===== src/sv/assert_macros.svh =====
// Assertion macros shared by the response deframer RTL.
`ifndef ASSERT_MACROS_SVH
`define ASSERT_MACROS_SVH

// Implication or plain property checked on every rising clock edge outside reset.
`define LRFR_ASSERT(label, prop, msg) \
    label: assert property (@(posedge i_clk) disable iff (!i_rst_n) (prop)) \
        else $error(msg);

// Condition that must never hold outside reset.
`define LRFR_NEVER(label, cond, msg) \
    label: assert property (@(posedge i_clk) disable iff (!i_rst_n) !(cond)) \
        else $error(msg);

`endif


===== src/sv/lrfr_pkg.sv =====
// Shared types, constants and CRC function of the response deframer.
package lrfr_pkg;

    localparam logic [7:0]  HDR_BYTE   = 8'hFA;
    localparam logic [7:0]  CMD_MEAS   = 8'hE0;
    localparam logic [7:0]  CMD_VER    = 8'h43;
    localparam logic [7:0]  CMD_ERR    = 8'h65;
    localparam logic [7:0]  CMD_MODE   = 8'h61;
    localparam logic [7:0]  CMD_INTV   = 8'h62;
    localparam logic [7:0]  CMD_FILT   = 8'h59;
    localparam logic [7:0]  WRITE_BIT  = 8'h80;
    localparam logic [31:0] CRC_POLY   = 32'h04C11DB7;
    localparam logic [31:0] CRC_INIT   = 32'hFFFFFFFF;
    localparam logic [4:0]  LEN_SHORT  = 5'd12;
    localparam logic [4:0]  LEN_LONG   = 5'd24;
    localparam logic [4:0]  TRAILER    = 5'd4;
    localparam logic [4:0]  DATA_FIRST = 5'd4;
    localparam int          DATA_BYTES = 8;

    // Result kinds
    localparam logic [2:0] KIND_MEAS    = 3'd0;
    localparam logic [2:0] KIND_VER     = 3'd1;
    localparam logic [2:0] KIND_MODE    = 3'd2;
    localparam logic [2:0] KIND_INTV    = 3'd3;
    localparam logic [2:0] KIND_FILT    = 3'd4;
    localparam logic [2:0] KIND_ERR     = 3'd5;
    localparam logic [2:0] KIND_UNKNOWN = 3'd6;
    localparam logic [2:0] KIND_BADCRC  = 3'd7;

    // One completed frame handed from the collector to the decoder.
    typedef struct packed {
        logic [7:0]                cmd;
        logic                      crc_ok;
        logic [DATA_BYTES*8-1:0]   data;   // frame bytes 4..11, byte 4 lowest
    } t_frame_rec;

    // MSB-first CRC-32 update over one byte.
    function automatic logic [31:0] crc_byte(input logic [31:0] crc_in,
                                             input logic [7:0]  b);
        logic [31:0] c;
        c = crc_in ^ {b, 24'h0};
        for (int k = 0; k < 8; k++) begin
            c = c[31] ? ({c[30:0], 1'b0} ^ CRC_POLY) : {c[30:0], 1'b0};
        end
        return c;
    endfunction

endpackage


===== src/sv/lidar_response_frame_receiver_top.sv =====
// Top level of the response frame deframer.
// Usage:
//   Input channel: one received byte per word on i_rx_byte with i_rx_valid;
//   a word is taken at a clock edge where i_rx_valid is high and o_rx_stall low.
//   While idle every byte but the header 0xFA is dropped. Byte 1 is the command;
//   the frame is 24 bytes for the measurement command 0xE0 and 12 otherwise, the
//   last four bytes being a little-endian, MSB-first CRC-32 over the rest.
//   Output channel: one result word per completed frame, o_res_valid with
//   i_res_stall; the word holds while stalled.
// Throughput: one byte per cycle while o_rx_stall is low, set by the byte-wide
//   CRC update in the collector. o_res_valid rises once the frame has passed the
//   queue into the output register, when that register is empty or being taken.
// A two-frame queue parts collector and decoder; o_rx_stall rises only when it
//   is full, that is when the receiver stalls across whole frames.
// Reset (synchronous, active low) puts the collector in header hunt, empties the
//   queue and drops any pending result.
module lidar_response_frame_receiver_top (
    input  logic        i_clk,
    input  logic        i_rst_n,
    input  logic        i_rx_valid,
    output logic        o_rx_stall,
    input  logic [7:0]  i_rx_byte,
    output logic        o_res_valid,
    input  logic        i_res_stall,
    output logic [2:0]  o_frame_kind,
    output logic [7:0]  o_raw_command,
    output logic [15:0] o_distance,
    output logic [15:0] o_temperature,
    output logic [15:0] o_amplitude,
    output logic [15:0] o_background_light,
    output logic [7:0]  o_version_major,
    output logic [7:0]  o_version_minor,
    output logic [7:0]  o_version_patch,
    output logic [15:0] o_setting_value
);
    import lrfr_pkg::*;

    logic       q_full, q_push, q_pop, q_head_valid;
    t_frame_rec q_in, q_head;

    lrfr_front u_front (
        .i_clk      (i_clk),
        .i_rst_n    (i_rst_n),
        .i_rx_valid (i_rx_valid),
        .i_rx_byte  (i_rx_byte),
        .i_q_full   (q_full),
        .o_rx_stall (o_rx_stall),
        .o_push     (q_push),
        .o_rec      (q_in)
    );

    lrfr_queue u_queue (
        .i_clk        (i_clk),
        .i_rst_n      (i_rst_n),
        .i_push       (q_push),
        .i_rec        (q_in),
        .i_pop        (q_pop),
        .o_full       (q_full),
        .o_head_valid (q_head_valid),
        .o_head       (q_head)
    );

    lrfr_back u_back (
        .i_clk              (i_clk),
        .i_rst_n            (i_rst_n),
        .i_head_valid       (q_head_valid),
        .i_head             (q_head),
        .o_pop              (q_pop),
        .i_res_stall        (i_res_stall),
        .o_res_valid        (o_res_valid),
        .o_frame_kind       (o_frame_kind),
        .o_raw_command      (o_raw_command),
        .o_distance         (o_distance),
        .o_temperature      (o_temperature),
        .o_amplitude        (o_amplitude),
        .o_background_light (o_background_light),
        .o_version_major    (o_version_major),
        .o_version_minor    (o_version_minor),
        .o_version_patch    (o_version_patch),
        .o_setting_value    (o_setting_value)
    );

endmodule


===== src/sv/lrfr_front.sv =====
// Byte collector: header hunt, running CRC, payload capture, frame completion.
`include "assert_macros.svh"
module lrfr_front (
    input  logic               i_clk,
    input  logic               i_rst_n,
    input  logic               i_rx_valid,
    input  logic [7:0]         i_rx_byte,
    input  logic               i_q_full,
    output logic               o_rx_stall,
    output logic               o_push,
    output lrfr_pkg::t_frame_rec o_rec
);
    import lrfr_pkg::*;

    logic [4:0]              r_cnt,  n_cnt;
    logic [31:0]             r_crc,  n_crc;
    logic [31:0]             r_rcrc, n_rcrc;
    logic [7:0]              r_cmd,  n_cmd;
    logic [DATA_BYTES*8-1:0] r_data, n_data;

    logic       accept;
    logic [7:0] cmd_now;
    logic [4:0] len;
    logic       in_body;
    logic       is_last;
    logic [31:0] rcrc_upd;

    assign o_rx_stall = i_q_full;
    assign accept     = i_rx_valid && !i_q_full;

    // Frame length follows the command byte, which may be arriving now
    always_comb begin
        cmd_now  = (r_cnt == 5'd1) ? i_rx_byte : r_cmd;
        len      = (cmd_now == CMD_MEAS) ? LEN_LONG : LEN_SHORT;
        in_body  = r_cnt < (len - TRAILER);
        is_last  = (r_cnt != 5'd0) && (r_cnt == len - 5'd1);
        // trailer starts at a multiple of four, so the low count bits pick the lane
        rcrc_upd = r_rcrc | ({24'h0, i_rx_byte} << {r_cnt[1:0], 3'b000});
    end

    // Next-state logic
    always_comb begin
        n_cnt  = r_cnt;
        n_crc  = r_crc;
        n_rcrc = r_rcrc;
        n_cmd  = r_cmd;
        n_data = r_data;
        if (accept) begin
            if (r_cnt == 5'd0) begin
                if (i_rx_byte == HDR_BYTE) begin
                    n_cnt  = 5'd1;
                    n_crc  = crc_byte(CRC_INIT, i_rx_byte);
                    n_rcrc = '0;
                end
            end else if (is_last) begin
                n_cnt  = 5'd0;
                n_crc  = CRC_INIT;
                n_rcrc = '0;
            end else begin
                n_cnt = r_cnt + 5'd1;
                if (r_cnt == 5'd1) begin
                    n_cmd = i_rx_byte;
                end
                if (in_body) begin
                    n_crc = crc_byte(r_crc, i_rx_byte);
                end else begin
                    n_rcrc = rcrc_upd;
                end
                for (int k = 0; k < DATA_BYTES; k++) begin
                    if (r_cnt == DATA_FIRST + 5'(k)) begin
                        n_data[k*8 +: 8] = i_rx_byte;
                    end
                end
            end
        end
    end

    always_ff @(posedge i_clk) begin
        if (!i_rst_n) begin
            r_cnt  <= '0;
            r_crc  <= CRC_INIT;
            r_rcrc <= '0;
        end else begin
            r_cnt  <= n_cnt;
            r_crc  <= n_crc;
            r_rcrc <= n_rcrc;
        end
        r_cmd  <= n_cmd;
        r_data <= n_data;
    end

    // Completed frame; the last byte is always the top trailer byte
    assign o_push        = accept && is_last;
    assign o_rec.cmd     = r_cmd;
    assign o_rec.crc_ok  = (r_crc == rcrc_upd);
    assign o_rec.data    = r_data;

    `LRFR_NEVER(a_cnt_range, r_cnt >= LEN_LONG, "byte count beyond longest frame")
    `LRFR_ASSERT(a_long_done, accept && r_cnt == LEN_LONG - 5'd1 |-> o_push,
                 "long frame last byte did not complete a frame")
    `LRFR_ASSERT(a_push_idle, o_push |=> r_cnt == 5'd0 && r_crc == CRC_INIT,
                 "collector not back to idle after a frame")

endmodule


===== src/sv/lrfr_queue.sv =====
// Two-entry frame queue between collector and decoder.
`include "assert_macros.svh"
module lrfr_queue (
    input  logic                 i_clk,
    input  logic                 i_rst_n,
    input  logic                 i_push,
    input  lrfr_pkg::t_frame_rec i_rec,
    input  logic                 i_pop,
    output logic                 o_full,
    output logic                 o_head_valid,
    output lrfr_pkg::t_frame_rec o_head
);
    import lrfr_pkg::*;

    t_frame_rec r_mem [2];
    logic       r_wr, r_rd;
    logic [1:0] r_count;

    assign o_full       = (r_count == 2'd2);
    assign o_head_valid = (r_count != 2'd0);
    assign o_head       = r_mem[r_rd];

    // Storage
    always_ff @(posedge i_clk) begin
        if (i_push) begin
            r_mem[r_wr] <= i_rec;
        end
    end

    // Pointers and fill level
    always_ff @(posedge i_clk) begin
        if (!i_rst_n) begin
            r_wr    <= 1'b0;
            r_rd    <= 1'b0;
            r_count <= '0;
        end else begin
            if (i_push) r_wr <= ~r_wr;
            if (i_pop)  r_rd <= ~r_rd;
            r_count <= r_count + 2'(i_push) - 2'(i_pop);
        end
    end

    `LRFR_NEVER(a_overflow, i_push && o_full && !i_pop, "push into full queue")
    `LRFR_NEVER(a_underflow, i_pop && !o_head_valid, "pop from empty queue")

endmodule


===== src/sv/lrfr_back.sv =====
// Frame decoder and output register.
`include "assert_macros.svh"
module lrfr_back (
    input  logic                 i_clk,
    input  logic                 i_rst_n,
    input  logic                 i_head_valid,
    input  lrfr_pkg::t_frame_rec i_head,
    output logic                 o_pop,
    input  logic                 i_res_stall,
    output logic                 o_res_valid,
    output logic [2:0]           o_frame_kind,
    output logic [7:0]           o_raw_command,
    output logic [15:0]          o_distance,
    output logic [15:0]          o_temperature,
    output logic [15:0]          o_amplitude,
    output logic [15:0]          o_background_light,
    output logic [7:0]           o_version_major,
    output logic [7:0]           o_version_minor,
    output logic [7:0]           o_version_patch,
    output logic [15:0]          o_setting_value
);
    import lrfr_pkg::*;

    logic        r_valid;
    logic [2:0]  kind;
    logic [7:0]  base;
    logic [63:0] d;
    logic [63:0] meas;
    logic [23:0] ver;
    logic [15:0] setv;

    assign o_pop = i_head_valid && (!r_valid || !i_res_stall);
    assign d     = i_head.data;
    assign base  = i_head.cmd & ~WRITE_BIT;

    // Decode by command
    always_comb begin
        kind = KIND_UNKNOWN;
        meas = '0;
        ver  = '0;
        setv = '0;
        if (!i_head.crc_ok) begin
            kind = KIND_BADCRC;
        end else if (i_head.cmd == CMD_MEAS) begin
            kind = KIND_MEAS;
            meas = d;
        end else if (i_head.cmd == CMD_VER) begin
            kind = KIND_VER;
            ver  = {d[23:16], d[15:8], d[7:0]};
        end else if (i_head.cmd == CMD_ERR) begin
            kind = KIND_ERR;
            setv = {8'h00, d[7:0]};
        end else if (base == CMD_MODE) begin
            kind = KIND_MODE;
            setv = {8'h00, d[7:0]};
        end else if (base == CMD_INTV) begin
            kind = KIND_INTV;
            setv = d[15:0];
        end else if (base == CMD_FILT) begin
            kind = KIND_FILT;
            setv = {8'h00, d[7:0]};
        end
    end

    // Output handshake
    always_ff @(posedge i_clk) begin
        if (!i_rst_n) begin
            r_valid <= 1'b0;
        end else if (o_pop) begin
            r_valid <= 1'b1;
        end else if (!i_res_stall) begin
            r_valid <= 1'b0;
        end
    end

    // Output payload
    always_ff @(posedge i_clk) begin
        if (o_pop) begin
            o_frame_kind       <= kind;
            o_raw_command      <= i_head.cmd;
            o_distance         <= meas[15:0];
            o_temperature      <= meas[31:16];
            o_amplitude        <= meas[47:32];
            o_background_light <= meas[63:48];
            o_version_major    <= ver[23:16];
            o_version_minor    <= ver[15:8];
            o_version_patch    <= ver[7:0];
            o_setting_value    <= setv;
        end
    end

    assign o_res_valid = r_valid;

    `LRFR_ASSERT(a_pop_shows, o_pop |=> o_res_valid, "popped frame not presented")
    `LRFR_NEVER(a_pop_blocked, o_pop && r_valid && i_res_stall,
                "held result overwritten")

endmodule

===== config.mk =====
export PLATFORM = sky130hd
export DESIGN_NAME = lidar_response_frame_receiver_top
export DESIGN_NICKNAME = d
export VERILOG_FILES = /design/src/sv/lrfr_pkg.sv /design/src/sv/lidar_response_frame_receiver_top.sv /design/src/sv/lrfr_front.sv /design/src/sv/lrfr_queue.sv /design/src/sv/lrfr_back.sv
export VERILOG_INCLUDE_DIRS = /design/src /design/src/sv
export SDC_FILE = /design/constraint.sdc
export NUM_CORES = 1
export LEC_CHECK = 0
export BUFFER_PORTS_ARGS = -buffer_cell sky130_fd_sc_hd__clkbuf_2
export CAP_MARGIN = 40
export CORE_UTILIZATION = 54
export DETAILED_ROUTE_END_ITERATION = 12
export GPL_TIMING_DRIVEN = 0
export PLACE_DENSITY = 0.74
export SLEW_MARGIN = 10
export SYNTH_ARGS = -nofsm -noshare
export SYNTH_HDL_FRONTEND = slang
export SYNTH_SLANG_ARGS = --single-unit

===== constraint.sdc =====
create_clock -name i_clk -period 6.8 [get_ports i_clk]
set_input_delay 0.34 -clock i_clk [delete_from_list [all_inputs] [get_ports i_clk]]
set_output_delay 0.34 -clock i_clk [all_outputs]
set_load 0.005 [all_outputs]

==> impl_metrics.yaml <==
drt:
  detailedRoute.firstIterationViolations: 887
  route.detailed.drc: 0
  detailed_route_via_count: 9787
  wl_final_um: 34600
  detail_route.first_pass.iterations: 6
  wire_per_inst_um: 19.7
  vias_per_cell: 5.57
  postRouteAntennaNets: 0
power:
  p_seq_share_pct: 48.3
  p_per_area_nw_per_um2: 341
  sw_frac_of_total_pct: 25.7
  power_report.internal_total_mw: 4.87
  leakage_nw: 6.78
  pwr-share-clk_pct: 33.8
  power.net_switching_mw: 1.68
  total_power_mw: 6.55
  vdd_ir_drop_max_uv: 174
  pwr-share-comb_pct: 17.9
setup_path:
  timing.critical_path.fanout_max: 26
  endpoint_kind: "flop"
  critPathArrivalTime_ns: 5.90
  worstSetupPathType: "reg2reg"
  worst_setup_path_start_kind: "flop"
  critPathRequiredTime_ns: 7.05
synth:
  postSynthRegisterBits: 408
  post-synth-top-area-fraction_pct: 60.5
  netlist.top_cell.by_area: "edfxtp_1"
  ys_seq_area_share_pct: 69.6
  synth-edff-count: 333
  mappedNetlistArea_um2: 16500
  synth.top_cells.by_count: "edfxtp_1 (333), nor2_1 (152), xnor2_1 (111)"
  synthesis.nets: 1180
  ys_async_sr_fraction_pct: 0
  ys.warnings.count: 0
  synth_ff_type: "edfxtp_1"
  synthMostInstantiatedCell: "edfxtp_1"
  postSynthCellCount: 1157
  syn-mean-instance-area_um2: 14.3
  yosysUniqueCellTypes: 66
  ys_top_cells_by_area: "edfxtp_1 (61%), dfxtp_1 (9.1%), xnor2_1 (5.9%)"
clock_tree:
  tritoncts: "done"
  clock_tree.buffer_depth: 3
  clock_insertion_delay_worst_skew_ns: 0.56
  postCtsHoldBufs: 0
  htree_levels: 2
  clock-root-buffer: "clkbuf_16"
  clkSlewWorstSetupHoldPaths_ns: 0.06
  numCtsBuffers: 41
  cts_setup_buffers: 0
  postCtsResizedCells: 0
  cts.sinks: 408
floorplan:
  floorplan.initialDensity_pct: 55.3
  floorplan.die.height_um: 177
  placeableCoreArea_um2: 29900
  dieWidth_um: 177
  floorplan_die_area_um2: 31300
  placementRows: 63
  ioPinCount: 129
place:
  place_ws_ns: 1.18
  placed_insts: 1684
  io_buffer_count: 128
  dpl.hpwl_um: 23700
  gpl.final_weighted_congestion: 0.936
grt:
  aggregate_global_route_resource_usage_pct: 22.5
  grt_overflow_total: 0
  grt_util_met1_pct: 29.0
  grtUsageMet2_pct: 38.3
  number_of_antenna_violations_at_the_first_check_in_global_routing: 0
  globalRoute.busiestLayer: "met2"
  first_pass_grt_wire_length_um: 52800
  grt_pass1_vias: 9436
  grt_util_met3_pct: 3.84
  largest_net_degree_at_the_start_of_global_routing: 48
run_status:
  status: "finished, final reports clean"
timing:
  max_freq_mhz: 177
  finalClockSkew_ns: 0.0260
  final_max_slew_viols: 0
  post-route-worst-setup-slack_ns: 1.15
  relSlewSlack_pct: 44.2
  setup-violations-final: 0
  period_needed_ns: 5.65
  finalHoldViolCount: 0
  tightestPinTransition_ns: 0.833
  rsz_0062_raised_after_global_routing: "no"
  setup_tns_ns: 0
  layout_worst_path_cycle_share_pct: 83.1
final_layout:
  final_core_utilization_pct: 64.3
  nets: 1360
  syn_to_final_growth_pct: 16.3
  post_route_cells_drive_above_1_share_pct: 18.6
  post_layout_nonfiller_instances: 1758
  antenna-diode-count: 0
run:
  cap_viol_max_count: 0
hold_path:
  worst_hold_path_type: "in2reg"
## cell families after synthesis
kind of cell / count (synthesis) / share of synthesized area, %
adder cells (fa/ha/maj): 11 / 0.833
AO/OA/AOI/OAI: 123 / 5.02
buffers and inverters: 80 / 2.07
AND/OR/NAND/NOR: 302 / 8.58
flip-flops: 408 / 69.6
XOR/XNOR: 152 / 8.85
multiplexers: 81 / 5.05
## per-layer routing
| metal | share of wire (%) | routed length, um |
|---|---|---|
| met1 | 41 | 14100 |
| met2 | 50 | 17200 |
| met5 | 0 | 0 |
| met4 | 3.1 | 1070 |
| met3 | 6.4 | 2220 |
## cell type report
type                            instances  area [um2]
Sequential cell                       408       11500
Fill cell                            2146       10700
Multi-Input combinational cell        669        4710
Clock buffer                           52        1090
Timing Repair Buffer                  137         836
Tap cell                              390         488
Buffer                                 66         289
Clock inverter                         22         255
Inverter                               14        52.6
## metrics by stage
stage               cell area [um2]  hold slack [ns]
finish                        19200           0.0796
global route                  19200           0.0816
detailed placement            17900            0.429
floorplan                     16500            0.421
global placement              17700            0.422
CTS                           19200           0.0694
## state kept, by name (all words and copies together) (netlist names), named ones only
signal                     count
u_back.o_version_major         8
u_queue.r_wr                   1
u_back.o_temperature          16
u_back.o_version_patch         8
u_queue.r_count                2
u_back.o_version_minor         8
u_back.o_raw_command           8
u_back.o_frame_kind            3
u_back.o_background_light     16
u_front.r_rcrc                32
u_front.r_crc                 32
u_front.r_cnt                  5
u_back.o_distance             16
u_back.o_amplitude            16
u_queue.r_mem                146
u_back.o_res_valid             1
u_back.o_setting_value        16
u_queue.r_rd                   1
u_front.r_cmd                  8
u_front.r_data                64
## cells in the final DEF, fill, tap and decap left out, types with 4 or more instances in the layout
cell type	n
ha_1	11
inv_1	13
edfxtp_1	333
nor2_1	151
mux2_2	11
nand2b_1	5
a21oi_1	46
xnor2_1	111
o21ai_0	6
clkbuf_16	41
nor2b_1	20
nand2_1	43
bufinv_16	4
clkbuf_2	128
buf_16	4
nor3b_1	4
buf_1	7
buf_2	22
a22oi_1	18
and2_1	8
buf_4	4
o221ai_1	21
dfxtp_1	75
clkinv_1	7
mux2i_1	68
clkbuf_1	43
clkinv_2	5
a31oi_1	8
o211ai_1	5
buf_12	4
nand4_1	7
nor4_1	8
nand3_1	30
xor2_1	30
## power by group through the flow
stage | sequential [mW] | combinational, mW | clock, mW
floorplan | 3.29 | 0.617 | 0
global placement | 3.28 | 1.08 | 0
detailed placement | 3.22 | 1.18 | 0
CTS | 3.17 | 1.19 | 2.25
global route | 3.18 | 1.28 | 2.36
finish | 3.16 | 1.17 | 2.22
## path summary, 6_finish.rpt
check / startpoint / to / cells after the start / slack, ns
worst min-delay path: i_res_stall / u_back.o_res_valid / 3 / 0.08
worst max register to register: u_front.r_cnt[1] / u_queue.r_mem[0][31] / 16 / 1.15
worst max-delay path: u_front.r_cnt[1] / u_queue.r_mem[0][31] / 16 / 1.15
worst min register to register: u_front.r_data[42] / u_queue.r_mem[1][42] / 0 / 0.44
## critical path: stages (launching register included)
cell and delay (ns):
dfxtp_1 0.39, clkbuf_1 0.28, inv_1 0.15, ha_1 0.16, or2b_1 0.29, nor3_4 0.41, mux2_2 0.40, or4_1 0.48
or4_4 0.45, ha_1 0.33, nand4_1 0.41, nor2_1 0.36, nand2_1 0.20, nor2_4 0.41, buf_16 0.22, buf_16 0.19
buf_12 0.20
Note: power is estimated with default switching activity, not from simulation.
